`src/frft_pkg.sv`:
```
// ----------------------------------------------------------------------------
// frft_pkg
// Shared codes, field widths and record types of the frame reassembly tracker.
// ----------------------------------------------------------------------------
package frft_pkg;

	localparam int StampW  = 32;
	localparam int CountW  = 16;
	localparam int PointsW = 10;
	localparam int ShortW  = 7;

	localparam logic [15:0] TIMEOUT_RESET = 16'd400;

	// input action codes
	localparam logic [1:0] ACT_FRAGMENT = 2'd0;
	localparam logic [1:0] ACT_TICK     = 2'd1;
	localparam logic [1:0] ACT_DISCARD  = 2'd2;
	localparam logic [1:0] ACT_NONE     = 2'd3;

	// classified command kinds
	localparam logic [1:0] CMD_FRAGMENT = 2'd0;
	localparam logic [1:0] CMD_TICK     = 2'd1;
	localparam logic [1:0] CMD_DISCARD  = 2'd2;
	localparam logic [1:0] CMD_REJECT   = 2'd3;

	// fragment verdicts
	localparam logic [1:0] VERDICT_ACCEPTED  = 2'd0;
	localparam logic [1:0] VERDICT_DUPLICATE = 2'd1;
	localparam logic [1:0] VERDICT_BAD_INDEX = 2'd2;
	localparam logic [1:0] VERDICT_BAD_TOTAL = 2'd3;

	localparam logic KIND_VERDICT = 1'b0;
	localparam logic KIND_PUBLISH = 1'b1;

	localparam logic CAUSE_COMPLETE   = 1'b0;
	localparam logic CAUSE_SUPERSEDED = 1'b1;

	typedef struct packed {
		logic [1:0]         kind;
		logic [1:0]         verdict;
		logic [StampW-1:0]  stamp;
		logic [CountW-1:0]  point_total;
		logic [PointsW-1:0] points;
	} cmd_t;

	typedef struct packed {
		logic              record_kind;
		logic [1:0]        verdict;
		logic              publish_cause;
		logic [StampW-1:0] out_stamp;
		logic [CountW-1:0] point_count;
		logic [ShortW-1:0] fragments_got;
		logic [ShortW-1:0] fragments_expected;
		logic              last;
	} rec_t;

endpackage

```
`src/frft_front.sv`:
```
// ----------------------------------------------------------------------------
// frft_front
// Decodes an input word and classifies it into a command for the back end.
// ----------------------------------------------------------------------------
module frft_front #(
	parameter int MAX_FRAGMENTS       = 64,
	parameter int MAX_FRAGMENT_POINTS = 1023,
	parameter int GW                  = 7,
	parameter int IW                  = 6
) (
	input  logic [1:0]          action,
	input  logic [95:0]         word,
	output logic                keep,
	output frft_pkg::cmd_t      cmd,
	output logic [GW-1:0]       ftot,
	output logic [IW-1:0]       idx
);
	import frft_pkg::*;

	logic [StampW-1:0]  stamp;
	logic [CountW-1:0]  frag_total;
	logic [CountW-1:0]  point_total;
	logic [CountW-1:0]  frag_index;
	logic [PointsW-1:0] points;

	assign stamp       = word[31:0];
	assign frag_total  = word[47:32];
	assign point_total = word[63:48];
	assign frag_index  = word[79:64];
	assign points      = word[89:80];

	assign keep = (action != ACT_NONE);
	assign ftot = frag_total[GW-1:0];
	assign idx  = frag_index[IW-1:0];

	always_comb begin
		cmd.stamp       = stamp;
		cmd.point_total = point_total;
		cmd.verdict     = VERDICT_ACCEPTED;
		cmd.kind        = CMD_FRAGMENT;
		if ({2'b00, points} > 12'(MAX_FRAGMENT_POINTS)) begin
			cmd.points = PointsW'(MAX_FRAGMENT_POINTS);
		end else begin
			cmd.points = points;
		end
		unique case (action)
			ACT_TICK:    cmd.kind = CMD_TICK;
			ACT_DISCARD: cmd.kind = CMD_DISCARD;
			default: begin
				priority if (frag_total > CountW'(MAX_FRAGMENTS)) begin
					cmd.kind    = CMD_REJECT;
					cmd.verdict = VERDICT_BAD_TOTAL;
				end else if (frag_index >= frag_total) begin
					cmd.kind    = CMD_REJECT;
					cmd.verdict = VERDICT_BAD_INDEX;
				end
			end
		endcase
	end

endmodule

```
`src/frft_queue.sv`:
```
// ----------------------------------------------------------------------------
// frft_queue
// Short first-in first-out queue of commands between front and back end.
// ----------------------------------------------------------------------------
module frft_queue #(
	parameter int Width = 8,
	parameter int Depth = 2
) (
	input  logic             clk,
	input  logic             arst_n,
	input  logic             push,
	input  logic [Width-1:0] push_data,
	output logic             ready,
	input  logic             pop,
	output logic             valid,
	output logic [Width-1:0] pop_data
);
	localparam int PW = (Depth > 1) ? $clog2(Depth) : 1;
	localparam int CW = $clog2(Depth + 1);

	logic [Width-1:0] mem_q [Depth];
	logic [PW-1:0]    wr_q;
	logic [PW-1:0]    rd_q;
	logic [CW-1:0]    cnt_q;
	logic             do_push;
	logic             do_pop;

	assign ready    = (cnt_q != CW'(Depth));
	assign valid    = (cnt_q != '0);
	assign pop_data = mem_q[rd_q];
	assign do_push  = push && ready;
	assign do_pop   = pop && valid;

	always_ff @(posedge clk) begin
		if (do_push) begin
			mem_q[wr_q] <= push_data;
		end
	end

	always_ff @(posedge clk or negedge arst_n) begin
		if (!arst_n) begin
			wr_q  <= '0;
			rd_q  <= '0;
			cnt_q <= '0;
		end else begin
			if (do_push) begin
				wr_q <= (wr_q == PW'(Depth - 1)) ? '0 : wr_q + PW'(1);
			end
			if (do_pop) begin
				rd_q <= (rd_q == PW'(Depth - 1)) ? '0 : rd_q + PW'(1);
			end
			unique case ({do_push, do_pop})
				2'b10:   cnt_q <= cnt_q + CW'(1);
				2'b01:   cnt_q <= cnt_q - CW'(1);
				default: cnt_q <= cnt_q;
			endcase
		end
	end

endmodule

```
`src/frft_back.sv`:
```
// ----------------------------------------------------------------------------
// frft_back
// Open frame state, command execution and the buffer of result words.
// ----------------------------------------------------------------------------
module frft_back #(
	parameter int MAX_FRAGMENTS = 64,
	parameter int GW            = 7,
	parameter int IW            = 6
) (
	input  logic                clk,
	input  logic                arst_n,
	input  logic [15:0]         timeout,
	input  logic                cmd_valid,
	input  frft_pkg::cmd_t      cmd,
	input  logic [GW-1:0]       ftot,
	input  logic [IW-1:0]       idx,
	output logic                cmd_pop,
	output logic                rec_valid,
	input  logic                rec_take,
	output frft_pkg::rec_t      rec
);
	import frft_pkg::*;

	logic                     open_q;
	logic [StampW-1:0]        stamp_q;
	logic [GW-1:0]            ftot_q;
	logic [CountW-1:0]        ptot_q;
	logic [GW-1:0]            got_q;
	logic [MAX_FRAGMENTS-1:0] map_q;
	logic [CountW-1:0]        sum_q;
	logic [15:0]              age_q;

	rec_t       rec_q [3];
	logic [1:0] cnt_q;

	logic                     take;
	logic                     fresh;
	logic                     sup_pub;
	logic [MAX_FRAGMENTS-1:0] base_map;
	logic [GW-1:0]            base_got;
	logic [CountW-1:0]        base_sum;
	logic                     dup;
	logic [GW-1:0]            new_got;
	logic [CountW:0]          sum_wide;
	logic [CountW-1:0]        new_sum;
	logic                     complete;
	logic [GW+6:0]            got_old_x;
	logic [GW+6:0]            ftot_old_x;
	logic [GW+6:0]            got_new_x;
	logic [GW+6:0]            ftot_new_x;
	rec_t                     sup_rec;
	rec_t                     ver_rec;
	rec_t                     comp_rec;
	rec_t                     load_rec [3];
	logic [1:0]               load_cnt;

	assign take      = rec_take && (cnt_q != 2'd0);
	assign rec_valid = (cnt_q != 2'd0);
	assign rec       = rec_q[0];
	assign cmd_pop   = cmd_valid && ((cnt_q == 2'd0) || ((cnt_q == 2'd1) && take));

	assign fresh = !open_q || (stamp_q != cmd.stamp) || (ftot_q != ftot) ||
		(ptot_q != cmd.point_total) || (age_q > timeout);
	assign sup_pub  = fresh && open_q && (got_q != '0);
	assign base_map = fresh ? '0 : map_q;
	assign base_got = fresh ? '0 : got_q;
	assign base_sum = fresh ? '0 : sum_q;
	assign dup      = base_map[idx];
	assign new_got  = dup ? base_got : base_got + GW'(1);
	assign sum_wide = {1'b0, base_sum} + (CountW + 1)'(cmd.points);
	assign new_sum  = dup ? base_sum :
		(sum_wide[CountW] ? {CountW{1'b1}} : sum_wide[CountW-1:0]);
	assign complete = (new_got == ftot);

	assign got_old_x  = {7'b0, got_q};
	assign ftot_old_x = {7'b0, ftot_q};
	assign got_new_x  = {7'b0, new_got};
	assign ftot_new_x = {7'b0, ftot};

	always_comb begin
		sup_rec.record_kind        = KIND_PUBLISH;
		sup_rec.verdict            = VERDICT_ACCEPTED;
		sup_rec.publish_cause      = CAUSE_SUPERSEDED;
		sup_rec.out_stamp          = stamp_q;
		sup_rec.point_count        = (sum_q > ptot_q) ? ptot_q : sum_q;
		sup_rec.fragments_got      = got_old_x[6:0];
		sup_rec.fragments_expected = ftot_old_x[6:0];
		sup_rec.last               = 1'b0;

		ver_rec.record_kind        = KIND_VERDICT;
		ver_rec.verdict            = (cmd.kind == CMD_REJECT) ? cmd.verdict :
			(dup ? VERDICT_DUPLICATE : VERDICT_ACCEPTED);
		ver_rec.publish_cause      = CAUSE_COMPLETE;
		ver_rec.out_stamp          = cmd.stamp;
		ver_rec.point_count        = '0;
		ver_rec.fragments_got      = '0;
		ver_rec.fragments_expected = '0;
		ver_rec.last               = 1'b0;

		comp_rec.record_kind        = KIND_PUBLISH;
		comp_rec.verdict            = VERDICT_ACCEPTED;
		comp_rec.publish_cause      = CAUSE_COMPLETE;
		comp_rec.out_stamp          = cmd.stamp;
		comp_rec.point_count        = (new_sum > cmd.point_total) ? cmd.point_total : new_sum;
		comp_rec.fragments_got      = got_new_x[6:0];
		comp_rec.fragments_expected = ftot_new_x[6:0];
		comp_rec.last               = 1'b1;

		load_rec[0] = ver_rec;
		load_rec[1] = comp_rec;
		load_rec[2] = comp_rec;
		load_cnt    = 2'd0;
		unique case (cmd.kind)
			CMD_REJECT: begin
				load_rec[0].last = 1'b1;
				load_cnt         = 2'd1;
			end
			CMD_FRAGMENT: begin
				load_cnt = 2'd1 + {1'b0, sup_pub} + {1'b0, complete};
				if (sup_pub) begin
					load_rec[0]      = sup_rec;
					load_rec[1]      = ver_rec;
					load_rec[1].last = !complete;
				end else begin
					load_rec[0].last = !complete;
				end
			end
			default: load_cnt = 2'd0;
		endcase
	end

	// result buffer, head drives the output
	always_ff @(posedge clk) begin
		if (cmd_pop) begin
			rec_q[0] <= load_rec[0];
			rec_q[1] <= load_rec[1];
			rec_q[2] <= load_rec[2];
		end else if (take) begin
			rec_q[0] <= rec_q[1];
			rec_q[1] <= rec_q[2];
		end
	end

	always_ff @(posedge clk or negedge arst_n) begin
		if (!arst_n) begin
			cnt_q   <= 2'd0;
			open_q  <= 1'b0;
			stamp_q <= '0;
			ftot_q  <= '0;
			ptot_q  <= '0;
			got_q   <= '0;
			map_q   <= '0;
			sum_q   <= '0;
			age_q   <= '0;
		end else begin
			if (cmd_pop) begin
				cnt_q <= load_cnt;
			end else if (take) begin
				cnt_q <= cnt_q - 2'd1;
			end
			if (cmd_pop) begin
				unique case (cmd.kind)
					CMD_TICK: begin
						if (open_q && (age_q != 16'hFFFF)) begin
							age_q <= age_q + 16'd1;
						end
					end
					CMD_DISCARD: begin
						open_q <= 1'b0;
						got_q  <= '0;
						map_q  <= '0;
						sum_q  <= '0;
						age_q  <= '0;
					end
					CMD_FRAGMENT: begin
						stamp_q <= cmd.stamp;
						ftot_q  <= ftot;
						ptot_q  <= cmd.point_total;
						if (complete) begin
							open_q <= 1'b0;
							got_q  <= '0;
							map_q  <= '0;
							sum_q  <= '0;
							age_q  <= '0;
						end else begin
							open_q <= 1'b1;
							got_q  <= new_got;
							map_q  <= base_map | (MAX_FRAGMENTS'(1) << idx);
							sum_q  <= new_sum;
							if (fresh) begin
								age_q <= '0;
							end
						end
					end
					default: begin
						open_q <= open_q;
					end
				endcase
			end
		end
	end

endmodule

```
`src/fragment_frame_reassembly_tracker.sv`:
```
// ----------------------------------------------------------------------------
// fragment_frame_reassembly_tracker
// Tracks one open frame of fragment headers and reports verdicts and frames.
// ----------------------------------------------------------------------------
// Input words arrive on s_axis: tuser carries the action (fragment header,
// one millisecond tick, discard), tdata the fragment header fields. Result
// words leave on m_axis: tuser tells a fragment verdict from a published
// frame, tlast marks the final result caused by one input word. cfg writes
// the timeout in ticks and is always ready; write it only while idle.
// A front end classifies each input word and pushes all but no-action words
// into a two-entry command queue; the back end pops one command per cycle,
// while the result buffer is empty or its last word is being taken, into a
// three-word result buffer whose head is the registered output. A fragment
// yields one to three result words, one per cycle at the output while
// m_axis_tready is high; ticks and discards yield no result words.
// When m_axis stalls the result buffer holds, then the queue fills and
// s_axis_tready drops. Reset empties the queue and the buffer, closes the
// frame and sets the timeout to 400 ticks.
// ----------------------------------------------------------------------------
module fragment_frame_reassembly_tracker #(
	parameter int MAX_FRAGMENTS       = 64,
	parameter int MAX_FRAGMENT_POINTS = 1023
) (
	input  logic        clk,
	input  logic        arst_n,
	input  logic        s_axis_tvalid,
	output logic        s_axis_tready,
	// frame_stamp, fragment_total, frame_point_total, fragment_index,
	// fragment_points, zero pad
	input  logic [95:0] s_axis_tdata,
	// action
	input  logic [1:0]  s_axis_tuser,
	output logic        m_axis_tvalid,
	input  logic        m_axis_tready,
	// verdict, publish_cause, out_stamp, point_count, fragments_got,
	// fragments_expected, zero pad
	output logic [71:0] m_axis_tdata,
	// record_kind
	output logic        m_axis_tuser,
	output logic        m_axis_tlast,
	input  logic        cfg_valid,
	output logic        cfg_ready,
	input  logic [15:0] cfg_data
);
	import frft_pkg::*;

	localparam int GW = $clog2(MAX_FRAGMENTS + 1);
	localparam int IW = (MAX_FRAGMENTS > 1) ? $clog2(MAX_FRAGMENTS) : 1;
	localparam int QW = $bits(cmd_t) + GW + IW;

	logic [15:0]   timeout_q;
	logic          keep;
	cmd_t          f_cmd;
	logic [GW-1:0] f_ftot;
	logic [IW-1:0] f_idx;
	logic          q_push;
	logic          q_ready;
	logic          q_valid;
	logic          q_pop;
	logic [QW-1:0] q_data;
	cmd_t          b_cmd;
	logic [GW-1:0] b_ftot;
	logic [IW-1:0] b_idx;
	rec_t          rec;

	assign cfg_ready = 1'b1;

	always_ff @(posedge clk or negedge arst_n) begin
		if (!arst_n) begin
			timeout_q <= TIMEOUT_RESET;
		end else if (cfg_valid && cfg_ready) begin
			timeout_q <= cfg_data;
		end
	end

	frft_front #(
		.MAX_FRAGMENTS       (MAX_FRAGMENTS),
		.MAX_FRAGMENT_POINTS (MAX_FRAGMENT_POINTS),
		.GW                  (GW),
		.IW                  (IW)
	) u_front (
		.action (s_axis_tuser),
		.word   (s_axis_tdata),
		.keep   (keep),
		.cmd    (f_cmd),
		.ftot   (f_ftot),
		.idx    (f_idx)
	);

	assign s_axis_tready = q_ready;
	assign q_push        = s_axis_tvalid && keep;

	frft_queue #(
		.Width (QW),
		.Depth (2)
	) u_queue (
		.clk       (clk),
		.arst_n    (arst_n),
		.push      (q_push),
		.push_data ({f_idx, f_ftot, f_cmd}),
		.ready     (q_ready),
		.pop       (q_pop),
		.valid     (q_valid),
		.pop_data  (q_data)
	);

	assign {b_idx, b_ftot, b_cmd} = q_data;

	frft_back #(
		.MAX_FRAGMENTS (MAX_FRAGMENTS),
		.GW            (GW),
		.IW            (IW)
	) u_back (
		.clk       (clk),
		.arst_n    (arst_n),
		.timeout   (timeout_q),
		.cmd_valid (q_valid),
		.cmd       (b_cmd),
		.ftot      (b_ftot),
		.idx       (b_idx),
		.cmd_pop   (q_pop),
		.rec_valid (m_axis_tvalid),
		.rec_take  (m_axis_tready),
		.rec       (rec)
	);

	assign m_axis_tuser = rec.record_kind;
	assign m_axis_tlast = rec.last;
	assign m_axis_tdata = {7'b0, rec.fragments_expected, rec.fragments_got,
		rec.point_count, rec.out_stamp, rec.publish_cause, rec.verdict};

endmodule
```
`config.mk`:
```
export PLATFORM = sky130hd
export DESIGN_NAME = fragment_frame_reassembly_tracker
export DESIGN_NICKNAME = d
export VERILOG_FILES = /design/src/frft_pkg.sv /design/src/frft_front.sv /design/src/frft_queue.sv /design/src/frft_back.sv /design/src/fragment_frame_reassembly_tracker.sv
export SDC_FILE = /design/constraint.sdc
export NUM_CORES = 1
export LEC_CHECK = 0
export ABC_CLOCK_PERIOD_IN_PS = 8800
export BUFFER_PORTS_ARGS = -buffer_cell sky130_fd_sc_hd__buf_4
export CORE_ASPECT_RATIO = 0.75
export CORE_MARGIN = 5
export CORE_UTILIZATION = 55
export CTS_CLUSTER_DIAMETER = 50
export DETAILED_ROUTE_END_ITERATION = 8
export PLACE_DENSITY_LB_ADDON = 0.12
export SLEW_MARGIN = 40
export SYNTH_ARGS = -nofsm -noshare
export SYNTH_HDL_FRONTEND = slang
export SYNTH_SLANG_ARGS = --single-unit
```
`constraint.sdc`:
```
create_clock -name clk -period 8.8 [get_ports clk]
set_input_delay 0.88 -clock clk [delete_from_list [all_inputs] [get_ports clk]]
set_output_delay 0.88 -clock clk [all_outputs]
set_load 0.01 [all_outputs]
```
==> run metrics <==
status finished clean; Hold Violations, Final 0; # resized after CTS 0; largest net degree at the start of global routing roughly 110; Setup CP Type flip-flop to flip-flop; Layout Skew between 0.015 and 0.02 ns; Leak 12.51 nW; Remaining DRCs 0; Clock Sinks roughly 530; Comb pwr share 0.352; worst hold-check path type input pin to asynchronous set/reset pin; Synth Register Bits 526; final setup fails 0; GR Util All Layers 0.2376; VDD IR max ~0.00019 V; top cell type's share of synthesized area 0.4052; crit end category flip-flop; Psw roughly 3.5 mW; power per cell area ~340 mW/mm²; CP max stage delay 0.58 ns; Pint 6.378 mW; CTS tree done; DP Wirelength approximately 42 mm; diode count 0; worst rel slew slack 0.4430; Post-Syn Area 0.02557 mm²; clock share of power 0.240; total gr overflow 0; clock root buffer clkbuf_16; Post-CTS Hold Buffers 0; routed vias/inst between 5 and 6; critical path's slowest cell dfrtp_4; fraction of layout cells with a size suffix above 1 0.1711; worst path arrival time between 8 and 9 ns; Setup TNS Final 0 ns; power share of the sequential group 0.407; Tcrit/Tclk final 0.9202; final hold slack roughly 0.27 ns; largest area contributor in the netlist edfxtp_1; Worst Path Max Fanout 10; dominant synthesized flop cell edfxtp_1; Clock Tree Buf Depth 3; fraction of registers with async set/reset 0.3441; Area growth, synth to finish 14.60%; vias 17220; die width 259.0 µm; Sw Share 0.3556; die span in y around 200 µm; WL per Instance 20.41 µm; initial antenna violation count 0; Critical Path Most Common Cell o21ai_0; CTS Buf Count 52; Critical Path Start Type flip-flop; Post-CTS Repair Setup Buffers 0; Worst Path Required 9.15 ns; Unique masters post-synth between 70 and 80; # IOs between 150 and 200; unrepaired setup endpoints after global routing no; clk_lat worst skew roughly 0.60 ns; clock-pin slew on the worst setup and hold paths 0.06 ns; Die ar. between 0.05 and 0.06 mm²; cell count after synthesis about 2200; worst reg2reg setup slack ~0.70 ns; Iter 0 DRT Violations 1322; Yosys warnings 0; number of enable flip-flop cells after synthesis roughly 350; row cnt 68; first-pass GRT wire length roughly 95 mm; Synth Area per Inst 11.62 µm²; Core Util, Final 0.6366; Tmin final slightly above 8 ns; Worst Tran Pin Value 0.8354 ns; max_cap viols 0; Max Slew Vio Count 0; final WL ~62 mm; maximum clock frequency 123.5 MHz; Post-DRT Antenna Nets 0; Core Area approximately 0.046 mm²; vias in the first global route 16810; Initial DRT Pass Iterations 5; RD Place Congestion around 0.92; I/O Buffers 181; Final nets around 2600; synth top area cells edfxtp_1 (41%), dfrtp_1 (17%), ha_1 (4.3%), mux2i_1 (4.1%), o21ai_0 (3.5%); Initial Utilization 0.5555; H-tree depth reported by CTS 2; sequential fraction of the synthesis area 0.5825
[synth_stat cells, types with 5 or more instances]
library cell  instances
a211oi_1              5
a21o_1               30
a21oi_1             101
a22o_1               85
a22oi_1               5
and2_1                6
and3_1               17
buf_1                 5
buf_2                15
buf_4                74
buf_6                12
clkbuf_1             65
dfrtp_1             178
edfxtp_1            345
ha_1                 87
inv_1               147
mux2_2               24
mux2i_1             104
mux4_2                7
nand2_1             226
nand2b_1             19
nand3_1              25
nand3b_1              7
nand4_1              21
nor2_1              139
nor2b_1               9
nor3_1               12
nor4_1               32
o211ai_1              5
o21a_1               10
o21ai_0             178
o21ai_1              11
o31ai_1              37
or2_2                 5
xnor2_1              69
xor2_1                7
[cells by family after synthesis]
logic type                 Yosys count  synth area share
AOI/OAI and AO/OA                  507            0.1266
xor gates and xnor gates            76           0.02603
adders and majority gates           88           0.04336
buffers and inverters              319           0.06195
DFF                                526            0.5825
muxes                              139           0.05995
other                                2         0.0002937
and+or+nand+nor                    544           0.09929
[critical path, delay by kind of cell (launching register included)]
kind                       cells  cell delay [ns]
DFF                            1             0.58
muxes                          2             0.58
xor gates and xnor gates       1             0.27
and+or+nand+nor               12             2.00
adders and majority gates      3             0.82
buffers and inverters          6             0.99
AOI/OAI and AO/OA             14             2.57
[registers in the layout, indices dropped and copies added, names as in the netlist]
register        cells
u_queue.wr_q        1
u_queue.cnt_q       2
u_back.open_q       1
u_back.ptot_q      16
u_back.got_q        7
u_queue.rd_q        1
u_back.ftot_q       7
u_queue.mem_q     150
u_back.rec_q      195
u_back.cnt_q        2
timeout_q          16
u_back.age_q       16
u_back.map_q       64
u_back.stamp_q     32
u_back.sum_q       16
[per-stage QoR]
stage / cells / area, µm² / worst slack [ns] / power (mW)
CTS: 3008 / 29110 / 0.5073 / 9.872
global route: 3020 / 29300 / 0.1078 / 10.47
floorplan: 2207 / 25590 / 1.303 / 6.399
finish: 3020 / 29300 / 0.7019 / 9.898
detailed placement: 2910 / 27280 / 0.5615 / 7.473
global placement: 2910 / 27250 / 0.7304 / 7.359
[layer usage]
layer / global-route usage / routed length [µm] / vias up
met2: 0.3638 / 28010 / 531
met3: 0.04406 / 4135 / 85
met4: 0.06686 / 1359 / 0
li1: - / - / 8172
met1: 0.3534 / 28140 / 8428
met5: 0 / 0 / -
[power by group through the flow]
stage,logic (mW),registers (mW),clock network [mW]
2_1_floorplan,2.40,4.00,0
3_3_place_gp,3.27,4.09,0
3_5_place_dp,3.36,4.11,0
4_1_cts,3.38,4.07,2.43
5_1_grt,3.82,4.11,2.54
6_report,3.49,4.03,2.38
[worst paths after layout]
path | start | to | depth (start not counted)
max | u_queue.rd_q | u_back.rec_q[0][89] | 38
min | arst_n | timeout_q[1] | 1
max reg2reg | u_queue.rd_q | u_back.rec_q[0][89] | 38
min reg2reg | u_back.map_q[37] | u_back.map_q[37] | 1
max in group asynchronous | arst_n | u_back.stamp_q[8] | 2
min in group clk | s_axis_tdata[8] | u_queue.mem_q[0][34] | 1
[cells in the final DEF, fill, tap and decap left out, types with 19 or more instances in the layout]
cell type	instances
ha_1	87
inv_1	145
nand2_1	224
a21o_1	30
dfrtp_1	177
mux2_2	24
buf_4	241
xnor2_1	69
clkbuf_16	54
nand3_1	24
o21ai_0	178
o31ai_1	37
a21oi_1	101
mux2i_1	104
a22o_1	85
nand2b_1	19
edfxtp_1	345
nand4_1	21
nor2_1	136
nor4_1	32
[final cells by class]
type / count / area [µm²]
repair buffers: 256 / 2054
clock inverters: 26 / 380.4
well taps: 630 / 788.3
clock buffers: 72 / 1449
inverters: 148 / 560.5
fillers: 3636 / 16730
flip-flops and latches: 526 / 14900
multi-input cells: 1362 / 9173
Note: power is estimated with default switching activity, not from simulation.
